### config.mk
export PLATFORM = sky130hd
export DESIGN_NAME = sync_frame_command_decoder_flat
export DESIGN_NICKNAME = d
export VERILOG_FILES = /design/src/rtl/sfcd_pkg.sv /design/src/rtl/sfcd_in_if.sv /design/src/rtl/sfcd_out_if.sv /design/src/rtl/sfcd_front.sv /design/src/rtl/sfcd_queue.sv /design/src/rtl/sfcd_back.sv /design/src/rtl/sync_frame_command_decoder.sv /design/src/flat_wrapper.sv
export SDC_FILE = /design/constraint.sdc
export NUM_CORES = 1
export LEC_CHECK = 0
export BUFFER_PORTS_ARGS = -buffer_cell sky130_fd_sc_hd__buf_2
export CORE_UTILIZATION = 56
export DETAILED_ROUTE_END_ITERATION = 12
export PLACE_DENSITY = 0.76
export SLEW_MARGIN = 40
export SYNTH_ARGS = -nofsm -noshare
export SYNTH_HDL_FRONTEND = slang
export SYNTH_SLANG_ARGS = --single-unit
### constraint.sdc
create_clock -name clk -period 8 [get_ports clk]
set_input_delay 1.2 -clock clk [delete_from_list [all_inputs] [get_ports clk]]
set_output_delay 1.2 -clock clk [all_outputs]
set_load 0.05 [all_outputs]
### src/rtl/sfcd_pkg.sv
`timescale 1ns / 1ps
`default_nettype none

package sfcd_pkg;

    localparam logic [7:0] SYNC_BYTE = 8'h55;
    localparam logic [7:0] REQ_TERM  = 8'hFF;
    localparam logic [7:0] KIND_E    = 8'h45;
    localparam logic [7:0] KIND_S    = 8'h53;
    localparam logic [7:0] KIND_P    = 8'h50;
    localparam logic [7:0] KIND_H    = 8'h48;
    localparam logic [7:0] KIND_T    = 8'h54;
    localparam logic [7:0] KIND_V    = 8'h56;
    localparam logic [7:0] TAIL_BYTE = 8'h00;

    localparam int unsigned REPLY_LEN = 6;

    typedef enum logic [2:0] {
        POS_IDLE   = 3'd0,
        POS_SYNC   = 3'd1,
        POS_KIND   = 3'd2,
        POS_FIRST  = 3'd3,
        POS_SECOND = 3'd4,
        POS_TERM   = 3'd5
    } frame_pos_t;

    typedef enum logic [2:0] {
        IDX_SYNC0 = 3'd0,
        IDX_SYNC1 = 3'd1,
        IDX_KIND  = 3'd2,
        IDX_HIGH  = 3'd3,
        IDX_LOW   = 3'd4,
        IDX_TAIL  = 3'd5
    } reply_idx_t;

    typedef struct packed {
        logic        has_reply;
        logic [7:0]  kind;
        logic [15:0] value;
        logic [15:0] temperature;
        logic [15:0] humidity;
        logic [7:0]  shutter;
        logic [7:0]  plant;
    } cmd_t;

endpackage

`default_nettype wire

### src/rtl/sfcd_in_if.sv
`timescale 1ns / 1ps
`default_nettype none

interface sfcd_in_if;

    logic        valid;
    logic        ready;
    logic [7:0]  rx_byte;
    logic [15:0] light_level;
    logic [15:0] soil_moisture;

    modport source (output valid, output rx_byte, output light_level, output soil_moisture,
                    input ready);
    modport sink (input valid, input rx_byte, input light_level, input soil_moisture,
                  output ready);

endinterface

`default_nettype wire

### src/rtl/sfcd_out_if.sv
`timescale 1ns / 1ps
`default_nettype none

interface sfcd_out_if;

    logic        valid;
    logic        ready;
    logic        tx_valid;
    logic [7:0]  tx_byte;
    logic        last_of_run;
    logic [15:0] stored_temperature;
    logic [15:0] stored_humidity;
    logic [7:0]  stored_shutter;
    logic [7:0]  stored_plant;

    modport source (output valid, output tx_valid, output tx_byte, output last_of_run,
                    output stored_temperature, output stored_humidity,
                    output stored_shutter, output stored_plant,
                    input ready);
    modport sink (input valid, input tx_valid, input tx_byte, input last_of_run,
                  input stored_temperature, input stored_humidity,
                  input stored_shutter, input stored_plant,
                  output ready);

endinterface

`default_nettype wire

### src/rtl/sfcd_front.sv
`timescale 1ns / 1ps
`default_nettype none

module sfcd_front
(
    input  wire logic         clk,
    input  wire logic         rst_n,
    sfcd_in_if.sink           in_ch,
    input  wire logic         queue_full,
    output logic              push,
    output sfcd_pkg::cmd_t    cmd
);

    import sfcd_pkg::*;

    logic        sync_half_seen_reg, sync_half_seen_next;
    frame_pos_t  frame_position_reg, frame_position_next;
    logic [7:0]  frame_kind_reg, frame_kind_next;
    logic [7:0]  first_payload_reg, first_payload_next;
    logic [7:0]  second_payload_reg, second_payload_next;
    logic [15:0] temperature_reg, temperature_next;
    logic [15:0] humidity_reg, humidity_next;
    logic [7:0]  shutter_reg, shutter_next;
    logic [7:0]  plant_reg, plant_next;

    logic        is_sync;
    frame_pos_t  pos_in;
    logic        frame_done;
    logic        has_reply;
    logic [15:0] reply_value;

    assign in_ch.ready = !queue_full;
    assign push        = in_ch.valid && !queue_full;

    always_comb
    begin
        is_sync             = (in_ch.rx_byte == SYNC_BYTE);
        sync_half_seen_next = is_sync && !sync_half_seen_reg;
        pos_in              = (is_sync && sync_half_seen_reg) ? POS_SYNC : frame_position_reg;

        frame_position_next = frame_position_reg;
        frame_kind_next     = frame_kind_reg;
        first_payload_next  = first_payload_reg;
        second_payload_next = second_payload_reg;
        temperature_next    = temperature_reg;
        humidity_next       = humidity_reg;
        shutter_next        = shutter_reg;
        plant_next          = plant_reg;
        frame_done          = 1'b0;
        has_reply           = 1'b0;
        reply_value         = 16'h0000;

        unique case (pos_in)
            POS_TERM:
            begin
                frame_done          = 1'b1;
                frame_position_next = POS_IDLE;
            end
            POS_SECOND:
            begin
                second_payload_next = in_ch.rx_byte;
                frame_position_next = POS_TERM;
            end
            POS_FIRST:
            begin
                first_payload_next  = in_ch.rx_byte;
                frame_position_next = POS_SECOND;
            end
            POS_KIND:
            begin
                frame_kind_next     = in_ch.rx_byte;
                frame_position_next = POS_FIRST;
            end
            POS_SYNC:
            begin
                frame_position_next = POS_KIND;
            end
            default:
            begin
                frame_position_next = POS_IDLE;
            end
        endcase

        if (frame_done && in_ch.rx_byte == REQ_TERM)
        begin
            unique case (frame_kind_reg)
                KIND_E:
                begin
                    has_reply   = 1'b1;
                    reply_value = in_ch.light_level;
                end
                KIND_S:
                begin
                    has_reply   = 1'b1;
                    reply_value = in_ch.soil_moisture;
                end
                KIND_P:
                begin
                    has_reply   = 1'b1;
                    reply_value = {8'h00, plant_reg};
                end
                default:
                begin
                    has_reply   = 1'b0;
                end
            endcase
        end
        else if (frame_done)
        begin
            unique case (frame_kind_reg)
                KIND_H:  humidity_next    = {first_payload_reg, second_payload_reg};
                KIND_T:  temperature_next = {first_payload_reg, second_payload_reg};
                KIND_V:  shutter_next     = second_payload_reg;
                KIND_P:  plant_next       = second_payload_reg;
                default: plant_next       = plant_reg;
            endcase
        end

        cmd.has_reply   = has_reply;
        cmd.kind        = frame_kind_reg;
        cmd.value       = reply_value;
        cmd.temperature = temperature_next;
        cmd.humidity    = humidity_next;
        cmd.shutter     = shutter_next;
        cmd.plant       = plant_next;
    end

    always_ff @(posedge clk or negedge rst_n)
    begin
        if (!rst_n)
        begin
            sync_half_seen_reg <= 1'b0;
            frame_position_reg <= POS_IDLE;
            frame_kind_reg     <= 8'h00;
            first_payload_reg  <= 8'h00;
            second_payload_reg <= 8'h00;
            temperature_reg    <= 16'h0000;
            humidity_reg       <= 16'h0000;
            shutter_reg        <= 8'h00;
            plant_reg          <= 8'h00;
        end
        else if (push)
        begin
            sync_half_seen_reg <= sync_half_seen_next;
            frame_position_reg <= frame_position_next;
            frame_kind_reg     <= frame_kind_next;
            first_payload_reg  <= first_payload_next;
            second_payload_reg <= second_payload_next;
            temperature_reg    <= temperature_next;
            humidity_reg       <= humidity_next;
            shutter_reg        <= shutter_next;
            plant_reg          <= plant_next;
        end
    end

endmodule

`default_nettype wire

### src/rtl/sfcd_queue.sv
`timescale 1ns / 1ps
`default_nettype none

module sfcd_queue
#(
    parameter int unsigned DEPTH = 2
)
(
    input  wire logic           clk,
    input  wire logic           rst_n,
    input  wire logic           push,
    input  wire sfcd_pkg::cmd_t push_data,
    input  wire logic           pop,
    output sfcd_pkg::cmd_t      head,
    output logic                full,
    output logic                not_empty
);

    import sfcd_pkg::*;

    localparam int unsigned PTR_W = (DEPTH > 1) ? $clog2(DEPTH) : 1;
    localparam int unsigned CNT_W = $clog2(DEPTH + 1);

    cmd_t               entry_reg [DEPTH];
    logic [PTR_W-1:0]   wr_ptr_reg, wr_ptr_next;
    logic [PTR_W-1:0]   rd_ptr_reg, rd_ptr_next;
    logic [CNT_W-1:0]   count_reg, count_next;

    assign head      = entry_reg[rd_ptr_reg];
    assign full      = (count_reg == CNT_W'(DEPTH));
    assign not_empty = (count_reg != '0);

    always_comb
    begin
        wr_ptr_next = wr_ptr_reg;
        rd_ptr_next = rd_ptr_reg;
        count_next  = count_reg;
        if (push)
            wr_ptr_next = (wr_ptr_reg == PTR_W'(DEPTH - 1)) ? '0 : wr_ptr_reg + 1'b1;
        if (pop)
            rd_ptr_next = (rd_ptr_reg == PTR_W'(DEPTH - 1)) ? '0 : rd_ptr_reg + 1'b1;
        if (push && !pop)
            count_next = count_reg + 1'b1;
        else if (pop && !push)
            count_next = count_reg - 1'b1;
    end

    always_ff @(posedge clk or negedge rst_n)
    begin
        if (!rst_n)
        begin
            wr_ptr_reg <= '0;
            rd_ptr_reg <= '0;
            count_reg  <= '0;
        end
        else
        begin
            wr_ptr_reg <= wr_ptr_next;
            rd_ptr_reg <= rd_ptr_next;
            count_reg  <= count_next;
        end
    end

    always_ff @(posedge clk)
    begin
        if (push)
            entry_reg[wr_ptr_reg] <= push_data;
    end

endmodule

`default_nettype wire

### src/rtl/sfcd_back.sv
`timescale 1ns / 1ps
`default_nettype none

module sfcd_back
(
    input  wire logic           clk,
    input  wire logic           rst_n,
    input  wire sfcd_pkg::cmd_t head,
    input  wire logic           head_valid,
    output logic                pop,
    sfcd_out_if.source          out_ch
);

    import sfcd_pkg::*;

    reply_idx_t  idx_reg, idx_next;
    logic        out_valid_reg, out_valid_next;
    logic        tx_valid_reg, tx_valid_next;
    logic [7:0]  tx_byte_reg, tx_byte_next;
    logic        last_reg, last_next;
    logic [15:0] temperature_reg, humidity_reg;
    logic [7:0]  shutter_reg, plant_reg;

    logic        load;
    logic        emit;

    assign load = !out_valid_reg || out_ch.ready;
    assign emit = load && head_valid;

    always_comb
    begin
        idx_next       = idx_reg;
        out_valid_next = out_valid_reg;
        tx_valid_next  = tx_valid_reg;
        tx_byte_next   = tx_byte_reg;
        last_next      = last_reg;
        pop            = 1'b0;

        if (load)
            out_valid_next = head_valid;

        if (emit)
        begin
            tx_valid_next = head.has_reply;
            if (head.has_reply)
            begin
                unique case (idx_reg)
                    IDX_SYNC0: tx_byte_next = SYNC_BYTE;
                    IDX_SYNC1: tx_byte_next = SYNC_BYTE;
                    IDX_KIND:  tx_byte_next = head.kind;
                    IDX_HIGH:  tx_byte_next = head.value[15:8];
                    IDX_LOW:   tx_byte_next = head.value[7:0];
                    IDX_TAIL:  tx_byte_next = TAIL_BYTE;
                    default:   tx_byte_next = TAIL_BYTE;
                endcase
            end
            else
            begin
                tx_byte_next = 8'h00;
            end

            last_next = !head.has_reply || (idx_reg == reply_idx_t'(REPLY_LEN - 1));
            if (last_next)
            begin
                pop      = 1'b1;
                idx_next = IDX_SYNC0;
            end
            else
            begin
                idx_next = reply_idx_t'(idx_reg + 3'd1);
            end
        end
    end

    always_ff @(posedge clk or negedge rst_n)
    begin
        if (!rst_n)
        begin
            idx_reg       <= IDX_SYNC0;
            out_valid_reg <= 1'b0;
        end
        else
        begin
            idx_reg       <= idx_next;
            out_valid_reg <= out_valid_next;
        end
    end

    always_ff @(posedge clk)
    begin
        tx_valid_reg <= tx_valid_next;
        tx_byte_reg  <= tx_byte_next;
        last_reg     <= last_next;
        if (emit)
        begin
            temperature_reg <= head.temperature;
            humidity_reg    <= head.humidity;
            shutter_reg     <= head.shutter;
            plant_reg       <= head.plant;
        end
    end

    assign out_ch.valid              = out_valid_reg;
    assign out_ch.tx_valid           = tx_valid_reg;
    assign out_ch.tx_byte            = tx_byte_reg;
    assign out_ch.last_of_run        = last_reg;
    assign out_ch.stored_temperature = temperature_reg;
    assign out_ch.stored_humidity    = humidity_reg;
    assign out_ch.stored_shutter     = shutter_reg;
    assign out_ch.stored_plant       = plant_reg;

endmodule

`default_nettype wire

### src/rtl/sync_frame_command_decoder.sv
// Sync frame command decoder.
//
// in_ch carries received bytes together with the current light and soil
// moisture samples. Frames are 0x55 0x55, type, byte1, byte2, terminator;
// a terminator of 0xFF is a request, anything else an info frame that
// updates the stored temperature, humidity, shutter and plant values.
// out_ch carries one status transaction per byte (tx_valid 0), or six reply
// transactions (tx_valid 1) for an E, S or P request; last_of_run marks the
// final transaction of each byte. Every transaction also shows the stored
// values as they stand after that byte.
// Throughput: one byte per cycle for status-only bytes while out_ch.ready
// is high; a request with a reply occupies the output side for six
// transactions, one reply byte per cycle while out_ch.ready is high.
// The decode front and the output sequencer are joined by a queue of
// QUEUE_DEPTH commands; in_ch.ready drops only when that queue is full.
// Reset clears the frame state, the stored values and the queue.
// When the receiver stalls, the output register holds its transaction and
// the front keeps taking bytes until the queue fills.
`timescale 1ns / 1ps
`default_nettype none

module sync_frame_command_decoder
#(
    parameter int unsigned QUEUE_DEPTH = 2
)
(
    input  wire logic  clk,
    input  wire logic  rst_n,
    sfcd_in_if.sink    in_ch,
    sfcd_out_if.source out_ch
);

    import sfcd_pkg::*;

    cmd_t front_cmd;
    cmd_t head_cmd;
    logic push;
    logic pop;
    logic queue_full;
    logic queue_not_empty;

    sfcd_front u_front
    (
        .clk        (clk),
        .rst_n      (rst_n),
        .in_ch      (in_ch),
        .queue_full (queue_full),
        .push       (push),
        .cmd        (front_cmd)
    );

    sfcd_queue
    #(
        .DEPTH (QUEUE_DEPTH)
    )
    u_queue
    (
        .clk       (clk),
        .rst_n     (rst_n),
        .push      (push),
        .push_data (front_cmd),
        .pop       (pop),
        .head      (head_cmd),
        .full      (queue_full),
        .not_empty (queue_not_empty)
    );

    sfcd_back u_back
    (
        .clk        (clk),
        .rst_n      (rst_n),
        .head       (head_cmd),
        .head_valid (queue_not_empty),
        .pop        (pop),
        .out_ch     (out_ch)
    );

endmodule

`default_nettype wire

### src/flat_wrapper.sv
// flat-port wrapper written by rule: the top's interface ports become plain ports
module sync_frame_command_decoder_flat import sfcd_pkg::*;
#(
    parameter int unsigned QUEUE_DEPTH = 2
)
  (clk, rst_n, in_ch_valid, in_ch_rx_byte, in_ch_light_level, in_ch_soil_moisture, in_ch_ready, out_ch_valid, out_ch_tx_valid, out_ch_tx_byte, out_ch_last_of_run, out_ch_stored_temperature, out_ch_stored_humidity, out_ch_stored_shutter, out_ch_stored_plant, out_ch_ready);
  sfcd_in_if in_ch_i ();
  sfcd_out_if out_ch_i ();
  input  wire logic clk;
  input  wire logic rst_n;
  input wire logic [$bits(in_ch_i.valid)-1:0] in_ch_valid;
  input wire logic [$bits(in_ch_i.rx_byte)-1:0] in_ch_rx_byte;
  input wire logic [$bits(in_ch_i.light_level)-1:0] in_ch_light_level;
  input wire logic [$bits(in_ch_i.soil_moisture)-1:0] in_ch_soil_moisture;
  output wire logic [$bits(in_ch_i.ready)-1:0] in_ch_ready;
  output wire logic [$bits(out_ch_i.valid)-1:0] out_ch_valid;
  output wire logic [$bits(out_ch_i.tx_valid)-1:0] out_ch_tx_valid;
  output wire logic [$bits(out_ch_i.tx_byte)-1:0] out_ch_tx_byte;
  output wire logic [$bits(out_ch_i.last_of_run)-1:0] out_ch_last_of_run;
  output wire logic [$bits(out_ch_i.stored_temperature)-1:0] out_ch_stored_temperature;
  output wire logic [$bits(out_ch_i.stored_humidity)-1:0] out_ch_stored_humidity;
  output wire logic [$bits(out_ch_i.stored_shutter)-1:0] out_ch_stored_shutter;
  output wire logic [$bits(out_ch_i.stored_plant)-1:0] out_ch_stored_plant;
  input wire logic [$bits(out_ch_i.ready)-1:0] out_ch_ready;
  assign in_ch_i.valid = in_ch_valid;
  assign in_ch_i.rx_byte = in_ch_rx_byte;
  assign in_ch_i.light_level = in_ch_light_level;
  assign in_ch_i.soil_moisture = in_ch_soil_moisture;
  assign in_ch_ready = in_ch_i.ready;
  assign out_ch_valid = out_ch_i.valid;
  assign out_ch_tx_valid = out_ch_i.tx_valid;
  assign out_ch_tx_byte = out_ch_i.tx_byte;
  assign out_ch_last_of_run = out_ch_i.last_of_run;
  assign out_ch_stored_temperature = out_ch_i.stored_temperature;
  assign out_ch_stored_humidity = out_ch_i.stored_humidity;
  assign out_ch_stored_shutter = out_ch_i.stored_shutter;
  assign out_ch_stored_plant = out_ch_i.stored_plant;
  assign out_ch_i.ready = out_ch_ready;
  sync_frame_command_decoder #(.QUEUE_DEPTH(QUEUE_DEPTH)) u_core (.clk(clk), .rst_n(rst_n), .in_ch(in_ch_i), .out_ch(out_ch_i));
endmodule
# Word-level counts from Yosys, hierarchy flattened
# Memories as Yosys holds them, arrays and structs flattened.
# Cells that the tools add are included.
# Widths: inputs -> output; s select.
[totals]
in_bits = 44
out_inout_bits = 60
wordCells = 98
ff_bits = 142
mem_bits_rw = 146
n_memories = 1
[classes]
n_eq_ne = 19
mux = 29
n_reduce_logical = 23
n_addsub = 5
[memory_table]
columns = ["memory", "depth", "word_bits", "rd", "rd_ports_with_merged_regs", "write_ports", "line_no", "text"]
rows = [
  ["u_core.u_queue.entry_reg", 2, 73, 1, 0, 1, "sfcd_queue.sv:24", "cmd_t entry_reg [DEPTH];"],
]
[ops]
columns = ["op", "n"]
rows = [
  ["$mux 16", 7],
  ["$eq 8x7->1 const B", 7],
  ["$mux 8", 6],
  ["$pmux 16 s3", 1],
  ["$pmux 8 s4", 1],
  ["$eq 3x2->1 const B", 4],
  ["$eq 3x3->1 const B", 4],
  ["$pmux 3 s4", 1],
  ["$mux 1", 9],
  ["$eq 8x8->1 const B", 1],
  ["$logic_and 1x1->1", 7],
  ["$eq 3x1->1 const B", 2],
  ["$logic_not 1->1", 6],
  ["$mux 3", 2],
  ["$reduce_and 2->1", 3],
  ["$mux 2", 2],
  ["$reduce_bool 2->1", 2],
  ["$add 3x1->3 const B", 1],
  ["$logic_not 3->1", 1],
  ["$reduce_or 3->1", 1],
  ["$add 1x1->1 const B", 2],
  ["$add 2x1->2 const B", 1],
  ["$eq 2x2->1 const B", 1],
  ["$logic_or 1x1->1", 2],
  ["2 further kinds", 2],
]

# Logic depth before layout (Yosys ltp)
# Gate-level depths: netlist of run 1.
# An unclocked memory read counts as a cell.
[logic_depth]
word_depth = 8
mapped_depth = 9
mapped_depth_nobuf = 9

# Hierarchy
# Synthesis of run 1 repeated with hierarchy kept, for this count alone.
[unflattened]
cells_unflattened = 651
area_unflattened_um2 = 11910.2
[modules_own_cells]
columns = ["module", "n_inst", "cells_each", "area_per_inst_um2", "seq_area_each_um2"]
rows = [
  ["sfcd_queue", 1, 243, 5704.2, 4484.3],
  ["sfcd_front", 1, 297, 4037.6, 1901.8],
  ["sfcd_back", 1, 111, 2168.3, 1841.8],
]

# Worst setup path after synthesis of run 1
# Ideal clock, no wire load.
[synth_timing]
path_type = "input-to-reg"
start = "input in_ch_valid"
end = "memory u_core.u_queue.entry_reg[0][0] in the netlist's numbering (enable)"
path_slack_ps = 3025
stages = 2
setup_time_ps = 505
n_path_buf = 0
arrival_ps = 4470
required_time_ps = 7495
cell_sequence = "nand2_1 nor2_1"
[synth_between]
elab_chain_len = 3
[synth_lines]
columns = ["item", "line_no", "text"]
rows = [
  ["from (decl)", "flat_wrapper.sv:11", "input wire logic [$bits(in_ch_i.valid)-1:0] in_ch_valid;"],
  ["$logic_and 1x1->1", "sfcd_front.sv:33", "assign push = in_ch.valid && !queue_full;"],
  ["$mux 1", "sfcd_queue.sv:66", "if (push)"],
  ["$mux 1 (implied by the code)", "sfcd_queue.sv:67", "entry_reg[wr_ptr_reg] <= push_data;"],
  ["to (decl)", "sfcd_queue.sv:24", ""],
]
# Every way passes these cells.

==> run summary, run 1 <==
Peak VDD IR: 0.2529 mV
crit path DAT: 3.44 ns
Cell variety after synth: 57
Synth area leader: edfxtp_1
GR Layer Usage met1: 29.08%
DR WL/cell: 20.72 um
setup TNS: 0 ns
CTS clk-pin slew, worst paths: 0.06 ns
Slew HR: 42.40%
Async S/R FF share, synth: 29.17%
CP Class: in -> reg
post-synth top area share: 52.39%
DR pass1 iterations: 5
Critical Path, Cell by Cell: buf_2 > or4_4 > o21a_1 > o2111ai_4 > mux2_2
worst setup margin: 4.847 ns
routed via count: 6,271
# IOs: 104
grt total ovfl: 0
Syn Area/Cell: 17.35 um2
top cells by area, synth: edfxtp_1, dfrtp_1, mux2_2
unrepaired setup endpoints after global routing: false
Resized cells post-CTS: 0
sequential cell area fraction in the yosys report: 70.36%
# diodes: 0
hold endpoint: u_core.u_back.out_ch.valid
Die Area: 0.02146 mm2
htree depth: 1
Synth Net Count: 724
Final Hold Fails: 0
DR DRC count: 0
commonest cells in the netlist: edfxtp_1, mux2_2, dfrtp_1, nor2_1, a22oi_1
Ys Warns: 0
Net Sw Frac: 34.58%
count leader, synth: edfxtp_1
DRT Wirelength: 22,270 um
vias in the first global route: 6,385
pwr/cell area: 386.3 mW/mm2
CTS tree: yes
Setup Buffers After CTS: 0
Pwr Total: 5.219 mW
FF-to-FF path depth: 4
top_reg_cell synth: edfxtp_1
Flop pwr share: 44.8%
met2 Use GR: 35.81%
TritonCTS Buffers: 28
P_int: 3.414 mW
slack of the worst reg-to-reg path: 5.32 ns
clk_skew: 0.01791 ns
root buf cell: clkbuf_16
vias per inst: 5.833
Slew @ Worst Pin: 0.8518 ns
R2R Path Start: u_core.u_front.frame_kind_reg[2]
Worst Path Max Fanout: 16
Area growth, synth to finish: 15.52%
Hold Path Stages: 2
clk sinks: 288
mapped cell area: 0.01169 mm2
met3 Use GR: 2.781%
Sw Pwr: 1.804 mW
Max Cap Viol: 0
critical path's largest stage delay: 0.71 ns
critical path's slowest cell: o2111ai_4
status: finished, final reports clean
GRT Max-Usage Layer: met2
Worst Hold Launch: u_core.u_back.out_ch.valid
WHS: 0.4948 ns
GP Congestion: 0.7939
worst endpoint required time: 8.28 ns
Total Routing Usage GR: 21.09%
Initial Util: 57.42%
number of synthesized flops with an enable pin: 204
core region area: 0.02036 mm2
Synth Instances: 674
Critical Path Source Type: input port
first-pass GRT wire length: 34,910 um
chip width: 146.5 um
CTS Hold Buffers Added: 0
initial DRC count: 379
Seq cells post-synth: 288
fin crit period: 3.153 ns
r2r endpoint: u_core.u_queue.entry_reg[1][61]
clk buf depth: 3
Die H: 146.5 um
Final HPWL DP: 13,670 um
layout cells sized above 1: 44.84%
# setup viols final: 0
Largest register FFs: 146
fin crit share: 39.42%
dpl ws: 4.235 ns
combinational power share: 27.9%
Clk pwr share: 27.3%
CP endpoint kind: register
largest net degree at the start of global routing: 85
Lkg Pwr: 5.332 nW
number of nets in the layout: 833
worst min path class: reg -> reg
antenna violations before repair: 1
IO Port Bufs: 103
Slew Limit Fails: 0
Fmax: 317.1 MHz
Cell Rows: 52
Clock Latency Late Sink: 0.54 ns
Antenna Nets Post-Route: 0
[metrics by stage]
step	util, %	instance area, um2	cells
final	66.33	13510	1075
after global routing	66.33	13510	1075
after CTS	66.26	13490	1074
after detailed placement	61.18	12460	1022
after global placement	61.03	12430	1022
after floorplan	-	11690	674
[per-layer routing]
layer / vias up / wire length (um) / part of all wire, %
li1: 2839 / - / -
met1: 3218 / 9740 / 44
met2: 179 / 11100 / 50
met3: 35 / 1040 / 4.7
met4: 0 / 388 / 1.7
met5: - / 0 / 0
[critical path: cells and delay by family]
kind | cells | cell delay [ns]
buffers and inverters | 1 | 0.14
AO/OA/AOI/OAI | 2 | 1.10
multiplexers | 1 | 0.43
AND/OR/NAND/NOR | 1 | 0.56
[cell families (layout without fill, tap and decap cells)]
group                      Yosys count  after routing  synth area share, %
buffers and inverters               42            173                1.851
and+or+nand+nor                     77             77                3.959
adders and majority gates            6              6               0.6420
muxes                              177            177                17.04
AOI/OAI and AO/OA                   79             79                5.767
DFF                                288            288                70.36
xor gates and xnor gates             5              5               0.3746
[how the worst max path moves through the flow]
stage,start,endpoint,slack (ns)
floorplan,in_ch_valid,u_core.u_queue.entry_reg[0][0],3.03
global placement,in_ch_rx_byte[4],u_core.u_front.frame_kind_reg[3],4.39
detailed placement,in_ch_rx_byte[4],u_core.u_front.frame_kind_reg[0],4.24
CTS,in_ch_rx_byte[4],u_core.u_front.frame_kind_reg[5],4.76
global route,in_ch_rx_byte[1],u_core.u_queue.entry_reg[1][39],4.79
finish,in_ch_rx_byte[1],u_core.u_queue.entry_reg[1][39],4.85
[area by class of cell]
type                       count  area [um2]
multi-input combinational    344        3284
inverter                      13       48.80
timing repair buffer         108       573.1
sequential                   288        8229
fill                        1399        6857
clock buffer                  34       773.2
clock inverter                18       261.5
tap                          270       337.8
[cells in the final DEF (no fill, tap or decap), types with 7 or more instances in the layout]
cell,n
dfrtp_1,83
nand2_1,9
mux2_2,176
a22o_1,8
a21o_1,7
clkbuf_16,28
a22oi_1,23
buf_2,102
o21ai_0,10
edfxtp_1,204
a221oi_1,7
inv_1,10
nor2_1,25
[power groups by stage]
stage,Combinational (mW),Sequential [mW],Clock [mW]
finish,1.46,2.34,1.42
global placement,1.44,2.34,0
global route,1.54,2.38,1.50
CTS,1.47,2.34,1.45
floorplan,0.646,2.78,0
detailed placement,1.46,2.36,0
(Power assumes the default switching activity.)
==> run 2: changes to the inputs <==
--- a/config.mk
+++ b/config.mk
@@ -6,9 +6,9 @@
 export NUM_CORES = 1
 export LEC_CHECK = 0
 export BUFFER_PORTS_ARGS = -buffer_cell sky130_fd_sc_hd__buf_2
-export CORE_UTILIZATION = 56
+export CORE_UTILIZATION = 53
 export DETAILED_ROUTE_END_ITERATION = 12
-export PLACE_DENSITY = 0.76
+export PLACE_DENSITY = 0.75
 export SLEW_MARGIN = 40
 export SYNTH_ARGS = -nofsm -noshare
 export SYNTH_HDL_FRONTEND = slang
==> constraint.sdc (replaced) <==
create_clock -name clk -period 2.57 [get_ports clk]
set_input_delay 0.3855 -clock clk [delete_from_list [all_inputs] [get_ports clk]]
set_output_delay 0.3855 -clock clk [all_outputs]
set_load 0.05 [all_outputs]
==> run 2 against run 1 <==
- sequential power rose to 3.1 times the previous value
- critical path depth fell by 1
- register-to-register slack got worse by 5.1 ns
- clock skew fell by 0.0068 ns
- via count rose by 0.30%
- clock-buffer cell count rose by 10
- die area rose by 5.6%
- first-iteration DRC count rose by 18%
- critical endpoint is now u_core.u_queue.entry_reg[1][3]
- largest cell class unchanged
- largest power group unchanged
- highest routed layer unchanged
==> run summary, run 2 (same netlist as run 1, synthesis figures left out) <==
status: finished, final reports clean
initial DRC count: 446 (+18%)
unrepaired setup endpoints after global routing: false
Total Routing Usage GR: 21.11% (+0.024 points)
Slew HR: 51.98% (+9.6 points)
P_int: 10.29 mW (+200%)
# setup viols final: 0 (unchanged)
# IOs: 104 (unchanged)
vias in the first global route: 6,512 (+2.0%)
largest net degree at the start of global routing: 51 (-40%)
clk buf depth: 3 (unchanged)
Clock Latency Late Sink: 0.54 ns (about the same)
Slew Limit Fails: 0 (unchanged)
Cell Rows: 53 (+1.9%)
CTS tree: yes
Antenna Nets Post-Route: 0 (unchanged)
GP Congestion: 0.8265 (+4.1%)
Largest register FFs: 146 (unchanged)
placed cell area: 0.01276 mm2 (+2.4%)
Slew @ Worst Pin: 0.7164 ns (-0.1354 ns)
DRT Wirelength: 23,160 um (+4.0%)
fin crit share: 90.50%
antenna violations before repair: 0 (-1)
Initial Util: 54.76% (-2.7 points)
Worst Path Max Fanout: 9 (-7)
TritonCTS Buffers: 28 (unchanged)
IO Port Bufs: 103 (unchanged)
Die Area: 0.02266 mm2 (+5.6%)
first-pass GRT wire length: 35,940 um (+2.9%)
worst setup margin: 0.2441 ns (-4.602 ns)
CTS Hold Buffers Added: 1 (+1)
Clk pwr share: 24.7% (-2.6 points)
slack of the worst reg-to-reg path: 0.24 ns (-5.08 ns)
Flop pwr share: 45.6% (+0.8 points)
Fmax: 429.9 MHz
chip width: 150.5 um (+2.8%)
clk sinks: 288 (unchanged)
Util after Layout: 64.01% (-2.3 points)
Max Cap Viol: 0 (unchanged)
Peak VDD IR: 0.7715 mV (+210%)
final std cells w/o fill: 1,106 (+2.9%)
FILL cells: 1,487 (+6.3%)
grt total ovfl: 0 (unchanged)
routed via count: 6,290 (+0.30%)
core region area: 0.02135 mm2 (+4.9%)
Sw Pwr: 5.614 mW (+210%)
htree depth: 1 (unchanged)
combinational power share: 29.7% (+1.8 points)
Resized cells post-CTS: 0 (unchanged)
vias per inst: 5.687 (-2.5%)
setup TNS: 0 ns (unchanged)
Critical Path Source Type: register
placed insts: 1,052 (+2.9%)
most common cell after layout, fill and taps aside: edfxtp_1
CTS clk-pin slew, worst paths: 0.06 ns (about the same)
Final HPWL DP: 15,040 um (+10%)
number of nets in the layout: 858 (+3.0%)
pwr/cell area: 1164 mW/mm2 (+200%)
layout cells sized above 1: 45.06% (+0.22 points)
most frequent cells in the layout: edfxtp_1, mux2_2, buf_2
worst endpoint required time: 2.85 ns (-5.43 ns)
Setup Buffers After CTS: 0 (unchanged)
Multi-input gate area: 0.003272 mm2 (-0.38%)
DR pass1 iterations: 5 (unchanged)
Area growth, synth to finish: 16.88%
Final Hold Fails: 0 (unchanged)
Register Area: 0.008230 mm2 (about the same)
clk_skew: 0.01110 ns (-0.006815 ns)
dpl ws: 0.04845 ns (-4.187 ns)
DR DRC count: 0 (unchanged)
Net Sw Frac: 35.29% (+0.72 points)
CP endpoint kind: register
DR WL/cell: 20.94 um (+1.1%)
CP Class: reg -> reg
crit path DAT: 2.60 ns (-0.84 ns)
root buf cell: clkbuf_16
Finished Cell Area: 0.01367 mm2 (+1.2%)
Die H: 150.5 um (+2.8%)
Lkg Pwr: 5.423 nW (+1.7%)
worst min path class: in -> reg
fin crit period: 2.326 ns
run 2: metrics by stage:
step / hold slack, ns / power (mW)
5_1_grt: 0.1416 / 16.57
6_report: 0.1265 / 15.91
4_1_cts: 0.1188 / 16.02
3_3_place_gp: 0.4623 / 11.84
3_5_place_dp: 0.4716 / 12.07
2_1_floorplan: 0.08991 / 10.63
run 2: cell type report:
type,instances,share of cell area (%)
Multi-Input combinational cell,344,23.94
Sequential cell,288,60.22
Clock inverter,8,0.5309
Timing Repair Buffer,133,6.390
Tap cell,275,2.517
Inverter,13,0.3845
Antenna cell,1,0.01831
Clock buffer,44,6.005
run 2: metal layers:
metal  vias to the layer above  GRT usage [%]  wire (um)
met1                      3199          28.46       9991
met2                       171          35.58      11470
met4                         0          5.101        325
li1                       2891              -          -
met5                         -              0          0
met3                        29          3.818       1372
run 2: power groups by stage:
stage,combinational (mW),sequential (mW),clock [mW]
after floorplan,2.04,8.59,0
after global placement,4.58,7.26,0
after detailed placement,4.74,7.33,0
after CTS,4.77,7.25,3.99
after global routing,5.02,7.38,4.16
final,4.73,7.25,3.93
run 2: final timing paths:
| check | cells after the start | end | from |
|---|---|---|---|
| setup / recovery | 4 | u_core.u_queue.entry_reg[1][3] | u_core.u_front.frame_kind_reg[5] |
| hold / removal | 3 | u_core.u_back.out_ch.valid | out_ch_ready |
| setup reg to reg | 4 | u_core.u_queue.entry_reg[1][3] | u_core.u_front.frame_kind_reg[5] |
| hold reg to reg | 0 | u_core.u_queue.entry_reg[1][70] | u_core.u_front.frame_kind_reg[6] |
| max in group asynchronous | 3 | u_core.u_front.second_payload_reg[2] | rst_n |
| min in group asynchronous | 2 | u_core.u_back.idx_reg[1] | rst_n |
run 2: worst max-delay path, stage by stage, from the launching register on:
cell      delay (ns)
dfrtp_1         0.42
or3b_2          0.64
nor3_1          0.32
o211ai_2        0.31
mux2_2          0.37
==> run 3: changes to the inputs <==
--- a/config.mk
+++ b/config.mk
@@ -6,9 +6,9 @@
 export NUM_CORES = 1
 export LEC_CHECK = 0
 export BUFFER_PORTS_ARGS = -buffer_cell sky130_fd_sc_hd__buf_2
-export CORE_UTILIZATION = 53
+export CORE_UTILIZATION = 35
 export DETAILED_ROUTE_END_ITERATION = 12
-export PLACE_DENSITY = 0.75
+export RECOVER_POWER = 100
 export SLEW_MARGIN = 40
 export SYNTH_ARGS = -nofsm -noshare
 export SYNTH_HDL_FRONTEND = slang
==> run 3 against run 2 <==
- power up 0.23%
- final cell count up 16%
- global-route usage down 6.4 points
- sequential power down 0.6%
- via count up 0.49%
- highest routed layer unchanged
- critical path type unchanged
- clock power up 6.1%
- wire length up 5.8%
- combinational power down 4%
- clock-buffer cell count up 9
==> run summary, run 3 (same netlist as run 1, synthesis figures left out) <==
CP endpoint kind: register
Initial Util: 35.76% (-19 points)
Slew Limit Fails: 0 (unchanged)
Largest register FFs: 146 (unchanged)
worst endpoint required time: 2.85 ns (about the same)
worst min path class: in -> reg
Antenna Nets Post-Route: 0 (unchanged)
Lkg Pwr: 5.256 nW (-3.1%)
slack of the worst reg-to-reg path: 0.19 ns (-0.05 ns)
initial DRC count: 319 (-28%)
Total Routing Usage GR: 14.74% (-6.4 points)
Die H: 184.8 um (+23%)
Area growth, synth to finish: 17.36%
core region area: 0.03270 mm2 (+53%)
Setup Buffers After CTS: 0 (unchanged)
Peak VDD IR: 0.5709 mV (-26%)
hold endpoint: u_core.u_back.out_ch.valid
FF-to-FF path depth: 5 (+1)
R2R Path Start: u_core.u_front.frame_kind_reg[1]
number of nets in the layout: 872 (+1.6%)
htree depth: 1 (unchanged)
CTS tree: yes
Slew @ Worst Pin: 1.282 ns (+0.5661 ns)
Final Hold Fails: 0 (unchanged)
routed via count: 6,321 (+0.49%)
Max Cap Viol: 0 (unchanged)
Finished Cell Area: 0.01372 mm2 (+0.40%)
Worst Path Max Fanout: 10 (+1)
DR WL/cell: 19.02 um (-9.1%)
status: finished, final reports clean
placed cell area: 0.01309 mm2 (+2.6%)
Hold Path Stages: 3 (unchanged)
Final HPWL DP: 15,990 um (+6.3%)
Util after Layout: 41.97% (-22 points)
most frequent cells in the layout: edfxtp_1, mux2_2, clkbuf_1
largest net degree at the start of global routing: 74 (+45%)
CP Class: reg -> reg
root buf cell: clkbuf_16
FILL cells: 3,031 (+100%)
vias per inst: 4.908 (-14%)
clk_skew: 0.01154 ns (+0.0004406 ns)
DR DRC count: 0 (unchanged)
r2r endpoint: u_core.u_queue.entry_reg[1][5]
met2 Use GR: 23.40% (-12 points)
fin crit period: 2.377 ns (+0.05129 ns)
clk buf depth: 3 (unchanged)
Worst Hold Launch: out_ch_ready
Die Area: 0.03415 mm2 (+51%)
GRT Max-Usage Layer: met2
crit path DAT: 2.66 ns (+0.06 ns)
CTS clk-pin slew, worst paths: 0.06 ns (about the same)
# IOs: 104 (unchanged)
setup TNS: 0 ns (unchanged)
Slew HR: 14.50% (-37 points)
# diodes: 0 (-1)
vias in the first global route: 6,636 (+1.9%)
Fmax: 420.7 MHz (-2.2%)
clk sinks: 288 (unchanged)
DRT Wirelength: 24,500 um (+5.8%)
GR Layer Usage met1: 21.14% (-7.3 points)
GP Congestion: 0.7726 (-6.5%)
# setup viols final: 0 (unchanged)
Multi-input gate area: 0.003184 mm2 (-2.7%)
antenna violations before repair: 0 (unchanged)
chip width: 184.8 um (+23%)
grt total ovfl: 0 (unchanged)
Resized cells post-CTS: 0 (unchanged)
layout cells sized above 1: 32.62% (-12 points)
IO Port Bufs: 103 (unchanged)
fin crit share: 92.50% (+2.0 points)
Cell Rows: 66 (+25%)
met3 Use GR: 2.084% (-1.7 points)
first-pass GRT wire length: 38,360 um (+6.8%)
Register Area: 0.008230 mm2 (unchanged)
unrepaired setup endpoints after global routing: false
TritonCTS Buffers: 31 (+11%)
Critical Path Source Type: register
pwr/cell area: 1162 mW/mm2 (-0.17%)
DR pass1 iterations: 5 (unchanged)
most common cell after layout, fill and taps aside: edfxtp_1
Clock Latency Late Sink: 0.54 ns (about the same)
-- run 3: cell types whose count changed in the layout (fill, tap and decap cells not counted), moves of 3 or more --
| cell | before | now |
|---|---|---|
| buf_12 | 8 | 4 |
| buf_2 | 102 | 43 |
| buf_4 | 20 | 17 |
| clkbuf_1 | 10 | 89 |
| clkbuf_16 | 28 | 31 |
| clkbuf_2 | 0 | 3 |
| clkbuf_4 | 0 | 3 |
| mux2_1 | 1 | 26 |
| mux2_2 | 176 | 151 |
| o2111ai_1 | 0 | 4 |
-- run 3: worst max path at each step --
stage,start,to,slack (ns),depth (start not counted)
finish,u_core.u_front.frame_kind_reg[1],u_core.u_queue.entry_reg[1][5],0.19,5
global placement,in_ch_rx_byte[1],u_core.u_queue.entry_reg[0][34],0.06,6
global route,u_core.u_front.frame_kind_reg[1],u_core.u_queue.entry_reg[1][58],0.09,5
CTS,u_core.u_front.frame_kind_reg[1],u_core.u_queue.entry_reg[1][54],0.31,4
detailed placement,in_ch_rx_byte[1],u_core.u_queue.entry_reg[0][34],0.04,6
floorplan,u_core.u_back.out_ch.valid,u_core.u_queue.count_reg[1],0.02,8
-- run 3: layout make-up --
class	instances	share of cell area (%)
tap	442	4.030
inverter	13	0.3829
clock buffer	53	6.619
clock inverter	4	0.3100
sequential	288	59.97
multi-input combinational	344	23.20
timing repair buffer	144	5.480
-- run 3: critical path, cell delays in order, from the launching register on --
cell and delay, ns:
dfrtp_1 0.51, or4b_1 0.64, nor3_1 0.18, o211ai_1 0.14, clkbuf_1 0.27, mux2_2 0.36
-- run 3: timing repair --
item,CTS,global route
setup endpoints to repair,0,0
endpoints found under the hold margin,46,0
hold buffers,1,0
-- run 3: routing by layer --
layer,vias up,share of wire (%)
met5,-,0
met4,0,1.6
met3,34,4.7
met2,161,46
met1,3212,47
li1,2914,-
-- run 3: power breakdown --
part           internal [mW]  leakage (nW)  switching, mW  total [mW]
Combinational           1.22          1.71           3.34        4.56
Clock                   2.47         0.459           1.70        4.17
Sequential              6.56          3.09          0.649        7.21
Total                   10.3          5.26           5.69        15.9
-- run 3: through the flow --
step / setup slack [ns] / cells / total power, mW / hold slack [ns]
detailed placement: 0.03674 / 1230 / 12.20 / 0.4662
floorplan: 0.02012 / 674 / 10.63 / 0.08991
global route: 0.08748 / 1288 / 16.74 / 0.1473
finish: 0.1929 / 1288 / 15.94 / 0.1407
CTS: 0.3055 / 1288 / 16.42 / 0.1138
global placement: 0.05765 / 1230 / 12.15 / 0.4671
